File: config.mk
export PLATFORM = sky130hd
export DESIGN_NAME = deque_with_undo_redo_history_unit
export DESIGN_NICKNAME = d
export VERILOG_FILES = /design/src/dqh_pkg.sv /design/src/deque_with_undo_redo_history_unit.sv /design/src/dqh_ram.sv /design/src/dqh_ring.sv /design/src/dqh_datapath.sv /design/src/dqh_ctrl.sv
export SDC_FILE = /design/constraint.sdc
export NUM_CORES = 2
export LEC_CHECK = 0
export ABC_CLOCK_PERIOD_IN_PS = 7890
export BUFFER_PORTS_ARGS = -buffer_cell sky130_fd_sc_hd__buf_2
export CAP_MARGIN = 25
export CORE_AREA = 10 10 412 455
export DETAILED_ROUTE_END_ITERATION = 8
export DIE_AREA = 0 0 422 465
export GPL_ROUTABILITY_DRIVEN = 0
export SYNTH_ARGS = -nofsm -noshare
export SYNTH_HDL_FRONTEND = slang
export SYNTH_SLANG_ARGS = --single-unit
export TNS_END_PERCENT = 50
File: constraint.sdc
create_clock -name clk_i -period 7.89 [get_ports clk_i]
set_input_delay 0.3945 -clock clk_i [delete_from_list [all_inputs] [get_ports clk_i]]
set_output_delay 0.3945 -clock clk_i [all_outputs]
set_load 0.01 [all_outputs]
File: src/dqh_pkg.sv
// Shared types and codes for the deque with undo and redo history.
`timescale 1ns / 1ps
package dqh_pkg;

  localparam logic [2:0] CMD_PUSH_FRONT = 3'd0;
  localparam logic [2:0] CMD_PUSH_BACK  = 3'd1;
  localparam logic [2:0] CMD_POP_FRONT  = 3'd2;
  localparam logic [2:0] CMD_POP_BACK   = 3'd3;
  localparam logic [2:0] CMD_UNDO       = 3'd4;
  localparam logic [2:0] CMD_REDO       = 3'd5;

  localparam int unsigned KIND_W = 3;
  localparam logic [KIND_W-1:0] KIND_PF   = 3'd0;
  localparam logic [KIND_W-1:0] KIND_PFW  = 3'd1;
  localparam logic [KIND_W-1:0] KIND_PB   = 3'd2;
  localparam logic [KIND_W-1:0] KIND_PBW  = 3'd3;
  localparam logic [KIND_W-1:0] KIND_POPF = 3'd4;
  localparam logic [KIND_W-1:0] KIND_POPB = 3'd5;

  typedef enum logic [2:0] {
    RING_NONE,
    RING_PUSH_FRONT,
    RING_PUSH_BACK,
    RING_POP_FRONT,
    RING_POP_BACK
  } ring_op_e;

  typedef enum logic [1:0] {
    SRC_PUSH,
    SRC_FRONT,
    SRC_BACK,
    SRC_LOG
  } val_src_e;

  typedef struct packed {
    logic              accept;
    logic              rd_log;
    logic              rd_front;
    logic              rd_back;
    logic              cap_front;
    logic              cap_back;
    logic              exec;
    ring_op_e          store_op;
    val_src_e          store_src;
    logic              undo_push;
    logic              redo_push;
    logic              undo_pop;
    logic              redo_pop;
    logic [KIND_W-1:0] log_kind;
    val_src_e          log_src;
    logic              pop_take;
    val_src_e          pop_src;
    logic              applied;
    logic              load_out;
  } ctl_t;

  typedef struct packed {
    logic              store_full;
    logic              store_empty;
    logic              undo_empty;
    logic              redo_empty;
    logic [KIND_W-1:0] undo_kind;
    logic [KIND_W-1:0] redo_kind;
  } sts_t;

endpackage

File: src/deque_with_undo_redo_history_unit.sv
// Top level of the bounded deque with undo and redo logs.
`timescale 1ns / 1ps
// Each command word (push front/back, pop front/back, undo, redo) produces one
// result word. A new word is not accepted until the result of the last one has
// been loaded. The sequencer reads the top of both logs and the store's front
// and back through the single read port of each memory, applies the change in
// one update step, then reads the new front and back for the result. in_stall_o
// stays high while a word is in progress, including while its finished result
// waits behind a stalled output. The store and both logs are rings in RAM; no
// clearing pass is needed after reset.
module deque_with_undo_redo_history_unit #(
  parameter int unsigned STORE_DEPTH = 16,
  parameter int unsigned UNDO_DEPTH  = 16,
  parameter int unsigned REDO_DEPTH  = 16,
  parameter int unsigned VALUE_WIDTH = 32
) (
  input  logic               clk_i,
  input  logic               rst_ni,
  input  logic               in_valid_i,
  output logic               in_stall_o,
  input  logic [2:0]         cmd_i,
  input  logic signed [31:0] push_value_i,
  output logic               out_valid_o,
  input  logic               out_stall_i,
  output logic signed [31:0] popped_value_o,
  output logic signed [31:0] front_value_o,
  output logic signed [31:0] back_value_o,
  output logic [4:0]         store_count_o,
  output logic               store_empty_o,
  output logic               history_applied_o,
  output logic [4:0]         undo_entries_o,
  output logic [4:0]         redo_entries_o
);

  dqh_pkg::ctl_t ctl;
  dqh_pkg::sts_t sts;

  dqh_ctrl u_ctrl (
    .clk_i, .rst_ni, .in_valid_i, .in_stall_o, .cmd_i,
    .out_valid_o, .out_stall_i, .sts_i(sts), .ctl_o(ctl)
  );

  dqh_datapath #(
    .STORE_DEPTH(STORE_DEPTH), .UNDO_DEPTH(UNDO_DEPTH),
    .REDO_DEPTH(REDO_DEPTH), .VALUE_WIDTH(VALUE_WIDTH)
  ) u_datapath (
    .clk_i, .rst_ni, .ctl_i(ctl), .sts_o(sts), .push_value_i,
    .popped_value_o, .front_value_o, .back_value_o, .store_count_o,
    .store_empty_o, .history_applied_o, .undo_entries_o, .redo_entries_o
  );

endmodule

File: src/dqh_ram.sv
// Generic single-write, single-read RAM with registered read data.
`timescale 1ns / 1ps
module dqh_ram #(
  parameter int unsigned WIDTH = 32,
  parameter int unsigned DEPTH = 16,
  localparam int unsigned AW = (DEPTH > 1) ? $clog2(DEPTH) : 1
) (
  input  logic             clk_i,
  input  logic             we_i,
  input  logic [AW-1:0]    waddr_i,
  input  logic [WIDTH-1:0] wdata_i,
  input  logic             re_i,
  input  logic [AW-1:0]    raddr_i,
  output logic [WIDTH-1:0] rdata_o
);

  logic [WIDTH-1:0] mem_q [DEPTH];
  logic [WIDTH-1:0] rdata_q;

  always_ff @(posedge clk_i) begin
    if (we_i) begin
      mem_q[waddr_i] <= wdata_i;
    end
    if (re_i) begin
      rdata_q <= mem_q[raddr_i];
    end
  end

  assign rdata_o = rdata_q;

endmodule

File: src/dqh_ring.sv
// Head pointer and fill count of one circular buffer, with its derived addresses.
`timescale 1ns / 1ps
module dqh_ring #(
  parameter int unsigned DEPTH = 16,
  localparam int unsigned AW = (DEPTH > 1) ? $clog2(DEPTH) : 1,
  localparam int unsigned CW = $clog2(DEPTH + 1)
) (
  input  logic              clk_i,
  input  logic              rst_ni,
  input  dqh_pkg::ring_op_e op_i,
  output logic [AW-1:0]     head_o,
  output logic [AW-1:0]     tail_o,
  output logic [AW-1:0]     last_o,
  output logic [AW-1:0]     prev_o,
  output logic [CW-1:0]     fill_o,
  output logic              full_o,
  output logic              empty_o
);

  localparam logic [CW:0]   DEPTH_S = (CW + 1)'(DEPTH);
  localparam logic [AW-1:0] TOP     = AW'(DEPTH - 1);

  logic [AW-1:0] head_q, head_d;
  logic [CW-1:0] fill_q, fill_d;
  logic [CW:0]   sum;
  logic [AW-1:0] next_head;

  // head + fill stays below twice the depth, so one subtract wraps it.
  always_comb begin
    sum = (CW + 1)'(head_q) + (CW + 1)'(fill_q);
    if (sum >= DEPTH_S) begin
      sum = sum - DEPTH_S;
    end
    tail_o = AW'(sum);
  end

  assign last_o    = (tail_o == '0) ? TOP : tail_o - AW'(1);
  assign prev_o    = (head_q == '0) ? TOP : head_q - AW'(1);
  assign next_head = (head_q == TOP) ? '0 : head_q + AW'(1);
  assign full_o    = (fill_q == CW'(DEPTH));
  assign empty_o   = (fill_q == '0);
  assign head_o    = head_q;
  assign fill_o    = fill_q;

  always_comb begin
    head_d = head_q;
    fill_d = fill_q;
    case (op_i)
      dqh_pkg::RING_PUSH_BACK: begin
        if (full_o) begin
          head_d = next_head;
        end else begin
          fill_d = fill_q + CW'(1);
        end
      end
      dqh_pkg::RING_PUSH_FRONT: begin
        head_d = prev_o;
        if (!full_o) begin
          fill_d = fill_q + CW'(1);
        end
      end
      dqh_pkg::RING_POP_FRONT: begin
        if (!empty_o) begin
          head_d = next_head;
          fill_d = fill_q - CW'(1);
        end
      end
      dqh_pkg::RING_POP_BACK: begin
        if (!empty_o) begin
          fill_d = fill_q - CW'(1);
        end
      end
      default: begin
      end
    endcase
  end

  always_ff @(posedge clk_i or negedge rst_ni) begin
    if (!rst_ni) begin
      head_q <= '0;
      fill_q <= '0;
    end else begin
      head_q <= head_d;
      fill_q <= fill_d;
    end
  end

endmodule

File: src/dqh_datapath.sv
// Store and log memories, their ring pointers, operand and output registers.
`timescale 1ns / 1ps
module dqh_datapath #(
  parameter int unsigned STORE_DEPTH = 16,
  parameter int unsigned UNDO_DEPTH  = 16,
  parameter int unsigned REDO_DEPTH  = 16,
  parameter int unsigned VALUE_WIDTH = 32
) (
  input  logic               clk_i,
  input  logic               rst_ni,
  input  dqh_pkg::ctl_t      ctl_i,
  output dqh_pkg::sts_t      sts_o,
  input  logic signed [31:0] push_value_i,
  output logic signed [31:0] popped_value_o,
  output logic signed [31:0] front_value_o,
  output logic signed [31:0] back_value_o,
  output logic [4:0]         store_count_o,
  output logic               store_empty_o,
  output logic               history_applied_o,
  output logic [4:0]         undo_entries_o,
  output logic [4:0]         redo_entries_o
);

  localparam int unsigned VW  = VALUE_WIDTH;
  localparam int unsigned KW  = dqh_pkg::KIND_W;
  localparam int unsigned SAW = (STORE_DEPTH > 1) ? $clog2(STORE_DEPTH) : 1;
  localparam int unsigned SCW = $clog2(STORE_DEPTH + 1);
  localparam int unsigned UAW = (UNDO_DEPTH > 1) ? $clog2(UNDO_DEPTH) : 1;
  localparam int unsigned UCW = $clog2(UNDO_DEPTH + 1);
  localparam int unsigned RAW = (REDO_DEPTH > 1) ? $clog2(REDO_DEPTH) : 1;
  localparam int unsigned RCW = $clog2(REDO_DEPTH + 1);

  logic [VW-1:0]    pv_q, front_q, back_q, popped_q;
  logic             applied_q;

  logic [SAW-1:0]   s_head, s_tail, s_last, s_prev;
  logic [SCW-1:0]   s_fill;
  logic             s_full, s_empty;
  logic [UAW-1:0]   u_head, u_tail, u_last, u_prev;
  logic [UCW-1:0]   u_fill;
  logic             u_full, u_empty;
  logic [RAW-1:0]   r_head, r_tail, r_last, r_prev;
  logic [RCW-1:0]   r_fill;
  logic             r_full, r_empty;

  dqh_pkg::ring_op_e u_op, r_op;

  logic [VW-1:0]    s_rdata, log_val, store_wval, log_wval;
  logic [KW+VW-1:0] u_rdata, r_rdata;
  logic             s_we;
  logic [SAW-1:0]   s_waddr;

  assign u_op = ctl_i.undo_push ? dqh_pkg::RING_PUSH_BACK :
                ctl_i.undo_pop  ? dqh_pkg::RING_POP_BACK  : dqh_pkg::RING_NONE;
  assign r_op = ctl_i.redo_push ? dqh_pkg::RING_PUSH_BACK :
                ctl_i.redo_pop  ? dqh_pkg::RING_POP_BACK  : dqh_pkg::RING_NONE;

  dqh_ring #(.DEPTH(STORE_DEPTH)) u_store_ring (
    .clk_i, .rst_ni, .op_i(ctl_i.store_op),
    .head_o(s_head), .tail_o(s_tail), .last_o(s_last), .prev_o(s_prev),
    .fill_o(s_fill), .full_o(s_full), .empty_o(s_empty)
  );

  dqh_ring #(.DEPTH(UNDO_DEPTH)) u_undo_ring (
    .clk_i, .rst_ni, .op_i(u_op),
    .head_o(u_head), .tail_o(u_tail), .last_o(u_last), .prev_o(u_prev),
    .fill_o(u_fill), .full_o(u_full), .empty_o(u_empty)
  );

  dqh_ring #(.DEPTH(REDO_DEPTH)) u_redo_ring (
    .clk_i, .rst_ni, .op_i(r_op),
    .head_o(r_head), .tail_o(r_tail), .last_o(r_last), .prev_o(r_prev),
    .fill_o(r_fill), .full_o(r_full), .empty_o(r_empty)
  );

  // Only the undo log is popped by undo; otherwise a log value comes from redo.
  assign log_val = ctl_i.undo_pop ? u_rdata[VW-1:0] : r_rdata[VW-1:0];

  function automatic logic [VW-1:0] pick(input dqh_pkg::val_src_e src,
                                         input logic [VW-1:0] pv,
                                         input logic [VW-1:0] fr,
                                         input logic [VW-1:0] bk,
                                         input logic [VW-1:0] lg);
    logic [VW-1:0] r;
    case (src)
      dqh_pkg::SRC_PUSH:  r = pv;
      dqh_pkg::SRC_FRONT: r = fr;
      dqh_pkg::SRC_BACK:  r = bk;
      default:            r = lg;
    endcase
    return r;
  endfunction

  assign store_wval = pick(ctl_i.store_src, pv_q, front_q, back_q, log_val);
  assign log_wval   = pick(ctl_i.log_src, pv_q, front_q, back_q, log_val);
  assign s_we       = (ctl_i.store_op == dqh_pkg::RING_PUSH_FRONT) ||
                      (ctl_i.store_op == dqh_pkg::RING_PUSH_BACK);
  assign s_waddr    = (ctl_i.store_op == dqh_pkg::RING_PUSH_FRONT) ? s_prev : s_tail;

  dqh_ram #(.WIDTH(VW), .DEPTH(STORE_DEPTH)) u_store_ram (
    .clk_i, .we_i(s_we), .waddr_i(s_waddr), .wdata_i(store_wval),
    .re_i(ctl_i.rd_front | ctl_i.rd_back),
    .raddr_i(ctl_i.rd_front ? s_head : s_last), .rdata_o(s_rdata)
  );

  dqh_ram #(.WIDTH(KW + VW), .DEPTH(UNDO_DEPTH)) u_undo_ram (
    .clk_i, .we_i(ctl_i.undo_push), .waddr_i(u_tail),
    .wdata_i({ctl_i.log_kind, log_wval}),
    .re_i(ctl_i.rd_log), .raddr_i(u_last), .rdata_o(u_rdata)
  );

  dqh_ram #(.WIDTH(KW + VW), .DEPTH(REDO_DEPTH)) u_redo_ram (
    .clk_i, .we_i(ctl_i.redo_push), .waddr_i(r_tail),
    .wdata_i({ctl_i.log_kind, log_wval}),
    .re_i(ctl_i.rd_log), .raddr_i(r_last), .rdata_o(r_rdata)
  );

  assign sts_o.store_full  = s_full;
  assign sts_o.store_empty = s_empty;
  assign sts_o.undo_empty  = u_empty;
  assign sts_o.redo_empty  = r_empty;
  assign sts_o.undo_kind   = u_rdata[KW+VW-1:VW];
  assign sts_o.redo_kind   = r_rdata[KW+VW-1:VW];

  // An empty store reads as zero at both ends.
  always_ff @(posedge clk_i) begin
    if (ctl_i.accept) begin
      pv_q <= VW'(push_value_i);
    end
    if (ctl_i.cap_front) begin
      front_q <= s_empty ? '0 : s_rdata;
    end
    if (ctl_i.cap_back) begin
      back_q <= s_empty ? '0 : s_rdata;
    end
    if (ctl_i.exec) begin
      popped_q  <= ctl_i.pop_take ? pick(ctl_i.pop_src, pv_q, front_q, back_q, log_val) : '0;
      applied_q <= ctl_i.applied;
    end
    if (ctl_i.load_out) begin
      popped_value_o    <= 32'(popped_q);
      front_value_o     <= 32'(front_q);
      back_value_o      <= 32'(s_empty ? '0 : s_rdata);
      store_count_o     <= 5'(s_fill);
      store_empty_o     <= s_empty;
      history_applied_o <= applied_q;
      undo_entries_o    <= 5'(u_fill);
      redo_entries_o    <= 5'(r_fill);
    end
  end

endmodule

File: src/dqh_ctrl.sv
// Sequencer: walks each command through reads, one update step and result load.
`timescale 1ns / 1ps
module dqh_ctrl (
  input  logic          clk_i,
  input  logic          rst_ni,
  input  logic          in_valid_i,
  output logic          in_stall_o,
  input  logic [2:0]    cmd_i,
  output logic          out_valid_o,
  input  logic          out_stall_i,
  input  dqh_pkg::sts_t sts_i,
  output dqh_pkg::ctl_t ctl_o
);

  localparam logic [2:0] ST_IDLE     = 3'd0;
  localparam logic [2:0] ST_RD_PRE   = 3'd1;
  localparam logic [2:0] ST_RD_BACK  = 3'd2;
  localparam logic [2:0] ST_CAP_BACK = 3'd3;
  localparam logic [2:0] ST_EXEC     = 3'd4;
  localparam logic [2:0] ST_RD_POST  = 3'd5;
  localparam logic [2:0] ST_RD_POSTB = 3'd6;
  localparam logic [2:0] ST_FINISH   = 3'd7;

  logic [2:0]    state_q, state_d;
  logic [2:0]    cmd_q;
  logic          out_valid_q, out_valid_d;
  logic          accept, out_free;
  dqh_pkg::ctl_t op;

  assign in_stall_o  = (state_q != ST_IDLE);
  assign accept      = in_valid_i && !in_stall_o;
  assign out_free    = !out_valid_q || !out_stall_i;
  assign out_valid_o = out_valid_q;

  // Decode of the update cycle: store change, log traffic and popped value.
  always_comb begin
    op = '0;
    op.store_op  = dqh_pkg::RING_NONE;
    op.store_src = dqh_pkg::SRC_LOG;
    op.log_src   = dqh_pkg::SRC_LOG;
    op.pop_src   = dqh_pkg::SRC_FRONT;
    case (cmd_q)
      dqh_pkg::CMD_PUSH_FRONT: begin
        op.undo_push = 1'b1;
        op.log_kind  = sts_i.store_full ? dqh_pkg::KIND_PFW : dqh_pkg::KIND_PF;
        op.log_src   = sts_i.store_full ? dqh_pkg::SRC_BACK : dqh_pkg::SRC_PUSH;
        op.store_op  = dqh_pkg::RING_PUSH_FRONT;
        op.store_src = dqh_pkg::SRC_PUSH;
      end
      dqh_pkg::CMD_PUSH_BACK: begin
        op.undo_push = 1'b1;
        op.log_kind  = sts_i.store_full ? dqh_pkg::KIND_PBW : dqh_pkg::KIND_PB;
        op.log_src   = sts_i.store_full ? dqh_pkg::SRC_FRONT : dqh_pkg::SRC_PUSH;
        op.store_op  = dqh_pkg::RING_PUSH_BACK;
        op.store_src = dqh_pkg::SRC_PUSH;
      end
      dqh_pkg::CMD_POP_FRONT: begin
        if (!sts_i.store_empty) begin
          op.pop_take  = 1'b1;
          op.pop_src   = dqh_pkg::SRC_FRONT;
          op.undo_push = 1'b1;
          op.log_kind  = dqh_pkg::KIND_POPF;
          op.log_src   = dqh_pkg::SRC_FRONT;
          op.store_op  = dqh_pkg::RING_POP_FRONT;
        end
      end
      dqh_pkg::CMD_POP_BACK: begin
        if (!sts_i.store_empty) begin
          op.pop_take  = 1'b1;
          op.pop_src   = dqh_pkg::SRC_BACK;
          op.undo_push = 1'b1;
          op.log_kind  = dqh_pkg::KIND_POPB;
          op.log_src   = dqh_pkg::SRC_BACK;
          op.store_op  = dqh_pkg::RING_POP_BACK;
        end
      end
      dqh_pkg::CMD_UNDO: begin
        if (!sts_i.undo_empty) begin
          op.undo_pop  = 1'b1;
          op.redo_push = 1'b1;
          op.applied   = 1'b1;
          case (sts_i.undo_kind)
            dqh_pkg::KIND_PF: begin
              op.log_kind = dqh_pkg::KIND_PF;
              op.log_src  = dqh_pkg::SRC_FRONT;
              op.store_op = dqh_pkg::RING_POP_FRONT;
            end
            dqh_pkg::KIND_PFW: begin
              op.log_kind = dqh_pkg::KIND_PFW;
              op.log_src  = dqh_pkg::SRC_FRONT;
              op.store_op = dqh_pkg::RING_PUSH_BACK;
            end
            dqh_pkg::KIND_PB: begin
              op.log_kind = dqh_pkg::KIND_PB;
              op.log_src  = dqh_pkg::SRC_BACK;
              op.store_op = dqh_pkg::RING_POP_BACK;
            end
            dqh_pkg::KIND_PBW: begin
              op.log_kind = dqh_pkg::KIND_PBW;
              op.log_src  = dqh_pkg::SRC_BACK;
              op.store_op = dqh_pkg::RING_PUSH_FRONT;
            end
            dqh_pkg::KIND_POPF: begin
              op.log_kind = dqh_pkg::KIND_POPF;
              op.store_op = dqh_pkg::RING_PUSH_FRONT;
            end
            default: begin
              op.log_kind = dqh_pkg::KIND_POPB;
              op.store_op = dqh_pkg::RING_PUSH_BACK;
            end
          endcase
        end
      end
      dqh_pkg::CMD_REDO: begin
        if (!sts_i.redo_empty) begin
          op.redo_pop  = 1'b1;
          op.undo_push = 1'b1;
          op.applied   = 1'b1;
          case (sts_i.redo_kind)
            dqh_pkg::KIND_PF: begin
              op.log_kind = dqh_pkg::KIND_PF;
              op.store_op = dqh_pkg::RING_PUSH_FRONT;
            end
            dqh_pkg::KIND_PFW: begin
              op.log_kind = dqh_pkg::KIND_PFW;
              op.log_src  = dqh_pkg::SRC_BACK;
              op.store_op = dqh_pkg::RING_PUSH_FRONT;
            end
            dqh_pkg::KIND_PB: begin
              op.log_kind = dqh_pkg::KIND_PB;
              op.store_op = dqh_pkg::RING_PUSH_BACK;
            end
            dqh_pkg::KIND_PBW: begin
              op.log_kind = dqh_pkg::KIND_PBW;
              op.log_src  = dqh_pkg::SRC_FRONT;
              op.store_op = dqh_pkg::RING_PUSH_BACK;
            end
            dqh_pkg::KIND_POPF: begin
              op.log_kind = dqh_pkg::KIND_POPF;
              op.store_op = dqh_pkg::RING_POP_FRONT;
            end
            default: begin
              op.log_kind = dqh_pkg::KIND_POPB;
              op.store_op = dqh_pkg::RING_POP_BACK;
            end
          endcase
        end
      end
      default: begin
      end
    endcase
  end

  always_comb begin
    ctl_o          = '0;
    ctl_o.store_op = dqh_pkg::RING_NONE;
    ctl_o.accept   = accept;
    state_d        = state_q;
    out_valid_d    = out_valid_q && out_stall_i;
    case (state_q)
      ST_IDLE: begin
        if (accept) begin
          state_d = ST_RD_PRE;
        end
      end
      ST_RD_PRE: begin
        ctl_o.rd_log   = 1'b1;
        ctl_o.rd_front = 1'b1;
        state_d        = ST_RD_BACK;
      end
      ST_RD_BACK: begin
        ctl_o.cap_front = 1'b1;
        ctl_o.rd_back   = 1'b1;
        state_d         = ST_CAP_BACK;
      end
      ST_CAP_BACK: begin
        ctl_o.cap_back = 1'b1;
        state_d        = ST_EXEC;
      end
      ST_EXEC: begin
        ctl_o        = op;
        ctl_o.accept = 1'b0;
        ctl_o.exec   = 1'b1;
        state_d      = ST_RD_POST;
      end
      ST_RD_POST: begin
        ctl_o.rd_front = 1'b1;
        state_d        = ST_RD_POSTB;
      end
      ST_RD_POSTB: begin
        ctl_o.cap_front = 1'b1;
        ctl_o.rd_back   = 1'b1;
        state_d         = ST_FINISH;
      end
      ST_FINISH: begin
        // The back value sits in the store read register until the result loads.
        if (out_free) begin
          ctl_o.load_out = 1'b1;
          out_valid_d    = 1'b1;
          state_d        = ST_IDLE;
        end
      end
      default: begin
        state_d = ST_IDLE;
      end
    endcase
  end

  always_ff @(posedge clk_i or negedge rst_ni) begin
    if (!rst_ni) begin
      state_q     <= ST_IDLE;
      out_valid_q <= 1'b0;
    end else begin
      state_q     <= state_d;
      out_valid_q <= out_valid_d;
    end
  end

  always_ff @(posedge clk_i) begin
    if (accept) begin
      cmd_q <= cmd_i;
    end
  end

endmodule

==> metrics.txt <==
status=finished clean; Die Y=465 µm; Post-CTS Repair Setup Buffers=0; Most common cell on crit path=o31ai_1; Pwr Density=437 mW/mm²; number of synthesized flops with an enable pin=1979; Leak=30.1 nW; final setup margin=2.29 ns; number of global-route vias before repair=45204; RSZ-0062 raised after global routing=no; Worst Tran Pin Value=1.40 ns; core footprint=0.178 mm²; Yosys top cell area share=0.747; Period minus WS final=5.60 ns; synthesized area=0.0796 mm²; GRT Total Usage=0.212; post-route clock period utilization=0.709; first-pass GRT wire length=311000 µm; DR pass1 iterations=6; syn nets=4705; multi-input logic area=0.0184 mm²; max-slew violations=0; # rows=163; final setup fails=0; root buf cell=clkbuf_16; H-tree Lvls=4; Fin. Hold Viols=0; TritonCTS clock tree=built; reg2reg setup slack=2.29 ns; Final Cell Area=0.0902 mm²; via count=45314; CP Max Fanout=192; pin count of the biggest net entering global routing=193; fillers=14306; #FFs+latches synth=2010; Layout Cells excl Fill=7407; Slew headroom=0.0651; Final #Nets=4940; DR WL/cell=28.9 µm; Post-Route Setup TNS=0 ns; clk buf depth=3; Initial Utilization=0.447; DR vias/cell=6.12; GRT overflow=0; Max VDD drop=574 µV; Post-synth ARST share=0.0154; max-cap viol count=0; worst slack at placement=2.67 ns; Area Growth Syn to Fin=13.4%; register area=0.0602 mm²; Worst Reg-to-Reg Cells=10; Post-Route WL=214000 µm; initial antenna violation count=4; dpl cell area=0.0838 mm²; Data required, critical path=8.48 ns; worst r2r dst=u_datapath.u_redo_ram.rdata_o[20]; Syn. warnings=0; post-synthesis sequential area ratio=0.756; Die Wd=422 µm; CTS clock-pin slew for the worst setup and hold paths=0.06 ns; Crit. End Element=register; Gate Count Post-Synth=4619; Synth area leader=edfxtp_1; Synth cell types=83; Arrival @ worst endpoint=6.18 ns; FF-to-FF Start=u_datapath.u_redo_ring.fill_o[0]; CP Class=register to register; fin util=0.507; drc violations=0; worst stage delay on the critical path=0.87 ns; Sink Count=2010; slowest stage cell, crit path=xnor2_1; DRT iter0 DRCs=4723; layout cells sized above 1=0.177; CTS Buf Count=194; placed cell count=7011; PortBufs=153; Fmax achieved=179 MHz; dpl hpwl=118000 µm; Worst Setup Start Kind=register; Clk Latency, worst-skew pair=0.85 ns; min-delay worst type=input port to asynchronous set/reset pin; leading post-synthesis cells by cell area=edfxtp_1, mux4_2, mux2i_1, nand2_1, o221ai_1; I/O pin cnt=154; DIE AREA=0.196 mm²; skew final=0.0276 ns; Routed Antenna Nets=0; Synth Flop Type=edfxtp_1; Critical Path, Cell by Cell=ha_1, fa_1, xnor2_1, o31ai_1, o31ai_1, nand2_8, buf_12, mux2i_1, a32oi_1, and4_1; Syn Area/Cell=17.2 µm²
-- worst max path at each step --
stage	start	end	slack, ns
2_1_floorplan	u_ctrl.state_q[1]	u_datapath.back_value_o[0]	1.11
3_3_place_gp	u_datapath.u_redo_ring.fill_o[0]	u_datapath.u_redo_ram.rdata_o[16]	2.70
3_5_place_dp	u_datapath.u_redo_ring.fill_o[0]	u_datapath.u_redo_ram.rdata_o[28]	2.67
4_1_cts	u_datapath.u_redo_ring.fill_o[0]	u_datapath.u_redo_ram.rdata_o[20]	2.64
5_1_grt	u_datapath.u_redo_ring.fill_o[0]	u_datapath.u_redo_ram.rdata_o[16]	2.08
6_report	u_datapath.u_redo_ring.fill_o[0]	u_datapath.u_redo_ram.rdata_o[20]	2.29
-- Yosys cell counts, drive strengths merged, types with 35 or more instances --
cell	n
inv	36
nor2	147
o21a	37
o221ai	176
o211ai	40
a211oi	37
o221a	68
a22oi	66
clkbuf	170
a21oi	45
mux2i	212
o31ai	40
o32ai	71
and3	86
mux4	128
nand2	421
nand3	84
o211a	35
a31oi	46
and2	37
edfxtp	1979
a32oi	142
ha	41
nand4	36
o22ai	38
buf	133
o21ai	67
-- layer usage --
| layer | up-vias | GRT usage | wire length (µm) |
|---|---|---|---|
| li1 | 19460 | - | - |
| met1 | 23569 | 0.276 | 85700 |
| met2 | 1896 | 0.363 | 108000 |
| met3 | 389 | 0.0341 | 14900 |
| met4 | 0 | 0.0698 | 5810 |
| met5 | - | 0 | 0 |
-- state kept, by name, indices dropped and copies added (netlist names), 4 cells and up --
register	flops
u_datapath.front_q	32
u_datapath.popped_value_o	32
u_datapath.undo_entries_o	5
u_datapath.u_redo_ram.rdata_o	35
u_datapath.back_value_o	32
u_datapath.store_count_o	5
u_datapath.u_redo_ram.mem_q	560
u_datapath.u_store_ram.mem_q	512
u_datapath.u_undo_ram.mem_q	560
u_datapath.u_store_ring.fill_o	5
u_datapath.front_value_o	32
u_datapath.back_q	32
u_datapath.redo_entries_o	5
u_datapath.u_redo_ring.head_o	4
u_datapath.popped_q	32
u_datapath.u_undo_ram.rdata_o	35
u_datapath.u_undo_ring.fill_o	5
u_datapath.u_store_ring.head_o	4
u_datapath.u_undo_ring.head_o	4
u_datapath.u_redo_ring.fill_o	5
u_datapath.u_store_ram.rdata_o	32
u_datapath.pv_q	32
-- critical path: cells and delay by family, from the launching register on --
family / cells / cell delay (ns)
xor+xnor: 1 / 0.87
mux: 1 / 0.43
fa+ha+maj: 2 / 0.76
flops: 1 / 0.48
buf+inv: 1 / 0.45
simple gates: 2 / 0.80
compound gates: 3 / 1.06
-- repair_timing --
| action | 4_1_cts | 5_1_grt |
|---|---|---|
| gates resized for setup | 0 | 0 |
| hold endpoints to repair | 69 | 0 |
| hold buffers | 38 | 0 |
-- per-stage QoR --
stage	hold WS [ns]	total power, mW
CTS	0.155	39.6
global placement	0.403	30.5
floorplan	0.0989	25.4
global route	0.221	41.3
detailed placement	0.405	30.8
finish	0.177	39.5
-- cell families after synthesis --
kind of cell	Yosys count	synth area share
AO/OA/AOI/OAI	943	0.0959
multiplexers	348	0.0641
buffers and inverters	343	0.0195
XOR/XNOR	30	0.00340
AND/OR/NAND/NOR	897	0.0526
adder cells (fa/ha/maj)	48	0.00808
flip-flops	2010	0.756
-- layout make-up --
type	count	area share
Antenna cell	2	0.0000555
Clock buffer	246	0.0563
Clock inverter	109	0.0107
Inverter	40	0.00166
Multi-Input combinational cell	2266	0.204
Sequential cell	2010	0.667
Tap cell	2392	0.0332
Timing Repair Buffer	342	0.0264
-- placed cells by master, fill, tap and decap left out, types with 107 or more instances in the layout --
cell       count
nor2_1       107
o221ai_1     174
a32oi_1      142
nand2_1      417
mux4_2       128
buf_2        153
mux2i_1      210
edfxtp_1    1979
clkbuf_16    195
buf_4        142
-- power by group --
group	switching [mW]	leakage (nW)	internal (mW)	total, mW
Sequential	0.564	18.4	13.7	14.3
Clock	3.93	2.95	4.99	8.92
Combinational	10.3	8.81	5.90	16.2
Power figures use the tool's default switching activity.
